--- src/sv/msb_pkg.sv ---
package msb_pkg;

  localparam int DEPTH      = 64;
  localparam int VALUE_BITS = 16;
  localparam int IDX_BITS   = $clog2(DEPTH);
  localparam int CNT_BITS   = $clog2(DEPTH + 1);

  typedef logic [VALUE_BITS-1:0] value_t;
  typedef logic [IDX_BITS-1:0]   idx_t;
  typedef logic [CNT_BITS-1:0]   cnt_t;

  // Memory access request from the merge engine
  typedef struct packed {
    idx_t   rd_a;
    idx_t   rd_b;
    logic   wr_en;
    idx_t   wr_addr;
    value_t wr_data;
  } ram_req_t;

  // Merge engine status toward the top level
  typedef struct packed {
    logic done;
    logic bank;
  } sort_stat_t;

endpackage

--- src/sv/msb_in_if.sv ---
interface msb_in_if;
  logic            valid;
  logic            ready;
  msb_pkg::value_t value;
  logic            final_item;

  modport source(output valid, value, final_item, input ready);
  modport sink(input valid, value, final_item, output ready);
endinterface

--- src/sv/msb_out_if.sv ---
interface msb_out_if;
  logic            valid;
  logic            ready;
  msb_pkg::value_t sorted_value;
  logic            last_out;

  modport source(output valid, sorted_value, last_out, input ready);
  modport sink(input valid, sorted_value, last_out, output ready);
endinterface

--- src/sv/msb_ram.sv ---
module msb_ram #(
  parameter int DEPTH_P = 64,
  parameter int WIDTH_P = 16
) (
  input  logic                       clk,
  input  logic                       we,
  input  logic [$clog2(DEPTH_P)-1:0] waddr,
  input  logic [WIDTH_P-1:0]         wdata,
  input  logic [$clog2(DEPTH_P)-1:0] raddr_a,
  input  logic [$clog2(DEPTH_P)-1:0] raddr_b,
  output logic [WIDTH_P-1:0]         rdata_a,
  output logic [WIDTH_P-1:0]         rdata_b
);

  logic [WIDTH_P-1:0] mem [DEPTH_P];

  // One write port, two registered read ports
  always_ff @(posedge clk) begin
    if (we) begin
      mem[waddr] <= wdata;
    end
    rdata_a <= mem[raddr_a];
    rdata_b <= mem[raddr_b];
  end

endmodule

--- src/sv/msb_merge.sv ---
module msb_merge (
  input  logic                clk,
  input  logic                rst,
  input  logic                start,
  input  msb_pkg::cnt_t       n,
  input  msb_pkg::value_t     rdata_a,
  input  msb_pkg::value_t     rdata_b,
  output msb_pkg::ram_req_t   req,
  output msb_pkg::sort_stat_t stat
);

  typedef enum logic [1:0] {S_IDLE, S_SETUP, S_MERGE, S_DONE} state_t;
  typedef logic [msb_pkg::CNT_BITS:0] sum_t;

  state_t        state;
  msb_pkg::cnt_t n_r;
  msb_pkg::cnt_t w;
  msb_pkg::cnt_t lo;
  msb_pkg::cnt_t i;
  msb_pkg::cnt_t j;
  msb_pkg::cnt_t a_end;
  msb_pkg::cnt_t b_end;
  msb_pkg::cnt_t k;
  logic          bank;

  sum_t          lo_w;
  sum_t          lo_2w;
  sum_t          w2;
  msb_pkg::cnt_t a_end_c;
  msb_pkg::cnt_t b_end_c;
  logic          a_ok;
  logic          b_ok;
  logic          take_a;
  msb_pkg::cnt_t i_next;
  msb_pkg::cnt_t j_next;
  msb_pkg::cnt_t k_next;

  // Bounds of the next pair of runs, clipped to the set size
  always_comb begin
    lo_w    = sum_t'(lo) + sum_t'(w);
    lo_2w   = lo_w + sum_t'(w);
    w2      = sum_t'(w) << 1;
    a_end_c = (lo_w > sum_t'(n_r)) ? n_r : lo_w[msb_pkg::CNT_BITS-1:0];
    b_end_c = (lo_2w > sum_t'(n_r)) ? n_r : lo_2w[msb_pkg::CNT_BITS-1:0];
  end

  // Pick the smaller head, left run on ties
  always_comb begin
    a_ok   = i < a_end;
    b_ok   = j < b_end;
    take_a = a_ok && (!b_ok || (rdata_a <= rdata_b));
    i_next = i + msb_pkg::cnt_t'(take_a);
    j_next = j + msb_pkg::cnt_t'(!take_a);
    k_next = k + msb_pkg::cnt_t'(1);
  end

  // Read the next heads, write the chosen element to the other bank
  always_comb begin
    req.rd_a    = i[msb_pkg::IDX_BITS-1:0];
    req.rd_b    = j[msb_pkg::IDX_BITS-1:0];
    req.wr_en   = 1'b0;
    req.wr_addr = k[msb_pkg::IDX_BITS-1:0];
    req.wr_data = take_a ? rdata_a : rdata_b;
    unique case (state)
      S_SETUP: begin
        req.rd_a = lo[msb_pkg::IDX_BITS-1:0];
        req.rd_b = a_end_c[msb_pkg::IDX_BITS-1:0];
      end
      S_MERGE: begin
        req.rd_a  = i_next[msb_pkg::IDX_BITS-1:0];
        req.rd_b  = j_next[msb_pkg::IDX_BITS-1:0];
        req.wr_en = 1'b1;
      end
      default: begin
      end
    endcase
  end

  assign stat.done = (state == S_DONE);
  assign stat.bank = bank;

  // Pass sequencer: run width doubles after each full pass
  always_ff @(posedge clk) begin
    if (rst) begin
      state <= S_IDLE;
      bank  <= 1'b0;
    end else begin
      unique case (state)
        S_IDLE: begin
          if (start) begin
            n_r   <= n;
            w     <= msb_pkg::cnt_t'(1);
            lo    <= '0;
            bank  <= 1'b0;
            state <= (n <= msb_pkg::cnt_t'(1)) ? S_DONE : S_SETUP;
          end
        end
        S_SETUP: begin
          i     <= lo;
          j     <= a_end_c;
          a_end <= a_end_c;
          b_end <= b_end_c;
          k     <= lo;
          state <= S_MERGE;
        end
        S_MERGE: begin
          i <= i_next;
          j <= j_next;
          k <= k_next;
          if (k_next == b_end) begin
            if (b_end == n_r) begin
              bank  <= ~bank;
              lo    <= '0;
              w     <= w2[msb_pkg::CNT_BITS-1:0];
              state <= (w2 >= sum_t'(n_r)) ? S_DONE : S_SETUP;
            end else begin
              lo    <= b_end;
              state <= S_SETUP;
            end
          end
        end
        S_DONE: begin
          state <= S_IDLE;
        end
        default: begin
          state <= S_IDLE;
        end
      endcase
    end
  end

  a_merge_has_work: assert property (@(posedge clk) disable iff (rst)
    (state == S_MERGE) |-> (i < a_end || j < b_end))
    else $error("merge step with both runs exhausted");

  a_merge_bounds: assert property (@(posedge clk) disable iff (rst)
    (state == S_MERGE) |-> (i <= a_end && j <= b_end && a_end <= b_end))
    else $error("merge pointer beyond its run");

  a_merge_count: assert property (@(posedge clk) disable iff (rst)
    (state == S_MERGE) |-> (k == msb_pkg::cnt_t'(i + j - a_end)))
    else $error("write pointer out of step with run pointers");

endmodule

--- src/sv/merge_sort_block.sv ---
// Stable ascending sort of a set of up to 64 unsigned 16-bit values. Values are
// taken one per cycle; the item marked final_item closes the set (values past
// the 64th are dropped, a final item still closes the set). The set is then
// sorted by bottom-up merge passes between two memory banks, and the sorted
// values come out one per cycle while results.ready is high, with last_out on
// the final one. No new input is taken until the last result is transferred.
// For a set of n values the sort takes ceil(log2 n) passes, each writing every
// value once, with a setup step before every pair of runs merged (n - 1 pairs
// in total over all passes for n a power of two). The sort speed is set by the
// single write port of the target bank, which takes one merged element per
// cycle.
module merge_sort_block (
  input  logic             clk,
  input  logic             rst,
  msb_in_if.sink           items,
  msb_out_if.source        results
);

  typedef enum logic [1:0] {T_LOAD, T_SORT, T_EMIT} state_t;

  state_t              state;
  msb_pkg::cnt_t       cnt;
  msb_pkg::cnt_t       n_r;
  msb_pkg::cnt_t       eidx;
  logic                res_bank;

  logic                xfer_in;
  logic                xfer_out;
  logic                full;
  logic                start;
  logic                last;
  msb_pkg::cnt_t       cnt_after;
  msb_pkg::cnt_t       eidx_next;
  logic                emit_rd;
  logic                emit_bank;

  msb_pkg::ram_req_t   req;
  msb_pkg::sort_stat_t stat;
  msb_pkg::value_t     eng_rdata_a;
  msb_pkg::value_t     eng_rdata_b;

  logic                we      [2];
  msb_pkg::idx_t       waddr   [2];
  msb_pkg::value_t     wdata   [2];
  msb_pkg::idx_t       raddr_a [2];
  msb_pkg::idx_t       raddr_b [2];
  msb_pkg::value_t     rdata_a [2];
  msb_pkg::value_t     rdata_b [2];

  // Handshake and load bookkeeping
  always_comb begin
    items.ready = (state == T_LOAD);
    xfer_in     = items.valid && items.ready;
    full        = (cnt == msb_pkg::cnt_t'(msb_pkg::DEPTH));
    cnt_after   = full ? cnt : cnt + msb_pkg::cnt_t'(1);
    start       = xfer_in && items.final_item;
  end

  // Output side: the result bank's read register is the output register
  always_comb begin
    results.valid        = (state == T_EMIT);
    xfer_out             = results.valid && results.ready;
    last                 = ((eidx + msb_pkg::cnt_t'(1)) == n_r);
    results.sorted_value = res_bank ? rdata_a[1] : rdata_a[0];
    results.last_out     = last;
    eidx_next            = xfer_out ? eidx + msb_pkg::cnt_t'(1) : eidx;
    emit_rd              = (state == T_EMIT) || ((state == T_SORT) && stat.done);
    emit_bank            = (state == T_EMIT) ? res_bank : stat.bank;
    if (state == T_SORT) begin
      eidx_next = '0;
    end
  end

  // Route engine reads from the source bank
  assign eng_rdata_a = stat.bank ? rdata_a[1] : rdata_a[0];
  assign eng_rdata_b = stat.bank ? rdata_b[1] : rdata_b[0];

  msb_merge u_merge (
    .clk     (clk),
    .rst     (rst),
    .start   (start),
    .n       (cnt_after),
    .rdata_a (eng_rdata_a),
    .rdata_b (eng_rdata_b),
    .req     (req),
    .stat    (stat)
  );

  for (genvar b = 0; b < 2; b++) begin : g_bank
    // Bank 0 takes loads; during the sort the bank opposite the source is written
    always_comb begin
      we[b] = ((state == T_SORT) && req.wr_en && (stat.bank != 1'(b)))
           || ((b == 0) && (state == T_LOAD) && xfer_in && !full);
      waddr[b]   = (state == T_LOAD) ? cnt[msb_pkg::IDX_BITS-1:0] : req.wr_addr;
      wdata[b]   = (state == T_LOAD) ? items.value : req.wr_data;
      raddr_a[b] = (emit_rd && (emit_bank == 1'(b))) ?
                   eidx_next[msb_pkg::IDX_BITS-1:0] : req.rd_a;
      raddr_b[b] = req.rd_b;
    end

    msb_ram #(
      .DEPTH_P (msb_pkg::DEPTH),
      .WIDTH_P (msb_pkg::VALUE_BITS)
    ) u_ram (
      .clk     (clk),
      .we      (we[b]),
      .waddr   (waddr[b]),
      .wdata   (wdata[b]),
      .raddr_a (raddr_a[b]),
      .raddr_b (raddr_b[b]),
      .rdata_a (rdata_a[b]),
      .rdata_b (rdata_b[b])
    );
  end

  // Load, sort, emit sequence
  always_ff @(posedge clk) begin
    if (rst) begin
      state <= T_LOAD;
      cnt   <= '0;
    end else begin
      unique case (state)
        T_LOAD: begin
          if (xfer_in) begin
            if (items.final_item) begin
              n_r   <= cnt_after;
              cnt   <= '0;
              state <= T_SORT;
            end else if (!full) begin
              cnt <= cnt + msb_pkg::cnt_t'(1);
            end
          end
        end
        T_SORT: begin
          if (stat.done) begin
            res_bank <= stat.bank;
            eidx     <= '0;
            state    <= T_EMIT;
          end
        end
        T_EMIT: begin
          if (xfer_out) begin
            if (last) begin
              state <= T_LOAD;
            end else begin
              eidx <= eidx + msb_pkg::cnt_t'(1);
            end
          end
        end
        default: begin
          state <= T_LOAD;
        end
      endcase
    end
  end

  a_no_overlap: assert property (@(posedge clk) disable iff (rst)
    !(items.ready && results.valid))
    else $error("input taken while results are pending");

  a_count_bound: assert property (@(posedge clk) disable iff (rst)
    cnt <= msb_pkg::cnt_t'(msb_pkg::DEPTH))
    else $error("load count beyond store depth");

  a_done_in_sort: assert property (@(posedge clk) disable iff (rst)
    stat.done |-> (state == T_SORT))
    else $error("sort finished outside the sort phase");

endmodule
--- src/flat_wrapper.sv ---
// flat-port wrapper written by rule: the top's interface ports become plain ports
module merge_sort_block_flat 
  (clk, rst, items_valid, items_value, items_final_item, items_ready, results_valid, results_sorted_value, results_last_out, results_ready);
  msb_in_if items_i ();
  msb_out_if results_i ();
  input  logic clk;
  input  logic rst;
  input wire logic [$bits(items_i.valid)-1:0] items_valid;
  input wire logic [$bits(items_i.value)-1:0] items_value;
  input wire logic [$bits(items_i.final_item)-1:0] items_final_item;
  output wire logic [$bits(items_i.ready)-1:0] items_ready;
  output wire logic [$bits(results_i.valid)-1:0] results_valid;
  output wire logic [$bits(results_i.sorted_value)-1:0] results_sorted_value;
  output wire logic [$bits(results_i.last_out)-1:0] results_last_out;
  input wire logic [$bits(results_i.ready)-1:0] results_ready;
  assign items_i.valid = items_valid;
  assign items_i.value = items_value;
  assign items_i.final_item = items_final_item;
  assign items_ready = items_i.ready;
  assign results_valid = results_i.valid;
  assign results_sorted_value = results_i.sorted_value;
  assign results_last_out = results_i.last_out;
  assign results_i.ready = results_ready;
  merge_sort_block u_core (.clk(clk), .rst(rst), .items(items_i), .results(results_i));
endmodule
--- config.mk ---
export PLATFORM = sky130hd
export DESIGN_NAME = merge_sort_block_flat
export DESIGN_NICKNAME = d
export VERILOG_FILES = /design/src/sv/msb_pkg.sv /design/src/sv/msb_in_if.sv /design/src/sv/msb_out_if.sv /design/src/sv/msb_ram.sv /design/src/sv/msb_merge.sv /design/src/sv/merge_sort_block.sv /design/src/flat_wrapper.sv
export SDC_FILE = /design/constraint.sdc
export NUM_CORES = 2
export LEC_CHECK = 0
export BUFFER_PORTS_ARGS = -buffer_cell sky130_fd_sc_hd__buf_4
export CORE_AREA = 2 2 558 560
export DETAILED_ROUTE_END_ITERATION = 7
export DIE_AREA = 0 0 560 562
export GPL_TIMING_DRIVEN = 0
export MAX_ROUTING_LAYER = met4
export SLEW_MARGIN = 10
export SYNTH_ARGS = -nofsm -noshare
export SYNTH_HDL_FRONTEND = slang
export SYNTH_SLANG_ARGS = --single-unit
--- constraint.sdc ---
create_clock -name clk -period 21.5 [get_ports clk]
set_input_delay 2.15 -clock clk [delete_from_list [all_inputs] [get_ports clk]]
set_output_delay 2.15 -clock clk [all_outputs]
set_load 0.03 [all_outputs]
==> results.yml <==
cts:
  cts.sinks: 2195
  cts-root-buf: "clkbuf_16"
  clk_pin_slew_ps: 70
  cts_tree: "built"
  htree_levels: 4
  cts_resized: 0
  post_cts_buffers: 0
  cts_buffers: 239
  holdBufCountCts: 0
  cts.path.max_buffers: 4
  clock_latency_ps: 970
floorplan:
  die_w_um: 560
  die_h_um: 562
  initial_core_util: 0.3485
  rows: 204
  coreArea_um2: 308300
  die_area_um2: 314700
  ios: 40
synthesis:
  synthCells: 8204
  synthTopCellsByArea: "edfxtp_1 59%, mux4_2 11%, nand2_1 5.6%, nand3_1 4.0%, mux2i_1 2.8%"
  synth_warnings: 0
  netlist_top_cells_count: "2,119 x edfxtp_1, 1,607 x nand2_1, 864 x nand3_1, 528 x mux4_2, 388 x clkbuf_1"
  async_reset_ff_frac: 0
  avgSynthCellArea_um2: 13.10
  synth.cell_area_um2: 107400
  syn_nets: 8300
  yosysMostFrequentCell: "edfxtp_1"
  synth-seq-cells: 2195
  yosysTopAreaCell: "edfxtp_1"
  synth_cell_types: 78
  ys_seq_area_frac: 0.6064
  synthFlopType: "edfxtp_1"
  synth_edf_count: 2119
  synth.top_cell.area_share: 0.5922
timing:
  fin_crit_sh: 0.5312
  worst_pin_slew_ps: 1647
  setup_violations: 0
  finalWorstSetupSlack_ps: 10080
  slew-limit-headroom: -0.1055
  clock_skew_ps: 63.90
  hold_viol: 0
  rsz0062_at_grt: "false"
  fmax_ghz: 0.08756
  drv_slew: 49
  finalSetupTns_ps: 0
  min_period_ps: 11420
finish:
  area_growth_syn_to_layout_pct: 17.23
  layout-drive-gt1-share: 0.1897
  fillCellCount: 28670
  post-route-util: 0.4085
  regArea_um2: 65150
  multi_input_area_um2: 39650
  nets: 8806
  layoutNonFillerInstCount: 13090
global_route:
  first_global_vias: 81220
  grt_pass1_wl_mm: 735.0
  grt_overflow: 0
  grt_util_all_layers: 0.3575
  grt_max_degree: 81
  antenna_found_initial: 69
worst_setup_path:
  r2r-start: "u_core.u_merge.bank"
  arrival_ps: 12210
  critical_path.top_delay_family: "compound AO/OA/AOI/OAI gates"
  setup.worst_path.start_class: "flop"
  r2r_cells: 25
  crit_type: "flop to flop"
  critPathRequiredTime_ps: 22290
  crit_slowest_cell: "a311oi_1"
  worstPathMaxFanout: 13
  cp-end-kind: "flop"
  critPathBufInv: 6
  r2r-end: "u_core.g_bank[1].u_ram.rdata_b[10]"
  cp_slowest_stage_delay_ps: 1370
  rrSetupSlack_ps: 10080
min_path:
  min_from: "u_core.u_merge.bank"
  hp-class: "flop to flop"
  whs_endpoint: "u_core.res_bank"
  hold-path-cell-count: 0
placement:
  gp_congestion: 1.089
  dpl.cell_count: 12590
  numPortBuffers: 38
  dp_slack_ps: 11050
  hpwl_mm: 421.7
routing:
  antenna_left: 0
  met2_length_mm: 233.4
  drt-total-wl_mm: 565.0
  top_layer: "met4"
  wirelength_met1_mm: 199.2
  wl_per_cell_um: 43.16
  drtIter0Drc: 17070
  dr.pass1.iters: 8
  viasPerCell: 6.638
  drc: 1
  vias: 86900
  met3_length_mm: 82.64
run:
  drv_cap: 14
status:
  violations: "design-rule violations, max-capacitance violations, max-slew violations"
  status: "complete, but fails checks"
## metrics by stage
| stage | area [µm²] | hold WS [ps] |
|---|---|---|
| floorplan | 107400 | 426.4 |
| global placement | 112900 | 445.7 |
| detailed placement | 117700 | 452.1 |
| CTS | 125700 | 467.6 |
| global route | 125900 | 497.6 |
| finish | 126000 | 461.7 |
## registers in the layout, summed over array words and instances (netlist names), 7 cells and up
name                         count
u_core.u_merge.b_end             7
u_core.u_merge.k                 7
u_core.u_merge.w                 7
u_core.g_bank.u_ram.mem       2048
u_core.n_r                       7
u_core.g_bank.u_ram.rdata_a     32
u_core.u_merge.a_end             7
u_core.u_merge.n_r               7
u_core.u_merge.j                 7
u_core.cnt                       7
u_core.eidx                      7
u_core.u_merge.i                 7
u_core.u_merge.lo                7
u_core.g_bank.u_ram.rdata_b     32
## logic make-up (layout without fill, tap and decap cells)
family,after synthesis,count (layout),synth area share
AOI/OAI and AO/OA,1132,1132,0.07954
xor gates and xnor gates,54,54,0.004402
adders and majority gates,75,75,0.008803
buffers and inverters,896,1604,0.03549
DFF,2195,2195,0.6064
muxes,891,891,0.1452
other,0,60,0
and+or+nand+nor,2961,2961,0.1202
## cell type report
type	instances	share of cell area
well taps	4120	0.04092
inverters	224	0.006675
plain buffers	672	0.02391
multi-input cells	5113	0.3148
clock inverters	160	0.01431
diodes	60	0.001192
clock buffers	283	0.04960
flip-flops and latches	2195	0.5172
repair buffers	265	0.03139
## routing by layer
metal,global-route usage,up-vias
li1,-,32950
met1,0.4321,44230
met2,0.4925,7993
met3,0.1287,1737
met4,0.2542,0
met5,-,-
## placed cells by master (no fill, tap or decap), types with 54 or more instances in the layout
cell,count
clkinv_1,54
mux2i_1,295
diode_2,60
nor2_1,80
clkbuf_16,241
dfxtp_1,76
a211oi_1,346
nand2_1,1607
buf_2,181
edfxtp_1,2119
nand3_1,859
and2_1,86
nor2_2,65
a21oi_1,79
mux4_2,528
buf_4,99
mux2_2,58
a311oi_1,133
nand4_1,60
ha_1,74
buf_8,165
a2111oi_0,58
a31oi_1,225
clkbuf_1,396
inv_1,221
nor2_4,64
## worst reg2reg max path, stage by stage (launching register included)
cell and delay (ps):
dfxtp_1 340, buf_2 360, buf_1 850, mux2i_1 380, ha_1 290, nor2b_1 130, o21a_1 180, o21a_1 170
o21ai_0 160, nand2b_1 80, a21oi_1 290, o221ai_1 210, a311o_1 460, clkbuf_1 390, ha_1 420, nand2_1 80
a21oi_1 90, a31oi_2 870, and3_1 320, buf_6 310, buf_2 1000, clkbuf_1 1150, a311oi_1 370, a311oi_1 1370
o32ai_1 460, a221o_1 520
## how the worst max path moves through the flow
stage | to | cells after the start | startpoint
detailed placement | u_core.g_bank[1].u_ram.rdata_b[15] | 27 | u_core.u_merge.bank
finish | u_core.g_bank[1].u_ram.rdata_b[10] | 25 | u_core.u_merge.bank
global route | u_core.g_bank[1].u_ram.rdata_b[10] | 25 | u_core.u_merge.bank
floorplan | u_core.g_bank[0].u_ram.mem[0][9] | 15 | u_core.u_merge.bank
global placement | u_core.g_bank[1].u_ram.mem[2][10] | 15 | u_core.u_merge.bank
CTS | u_core.g_bank[1].u_ram.rdata_b[15] | 27 | u_core.u_merge.bank
Power is not shown: default switching activity piles up to over one toggle a cycle in this logic, so the estimate is an artifact.
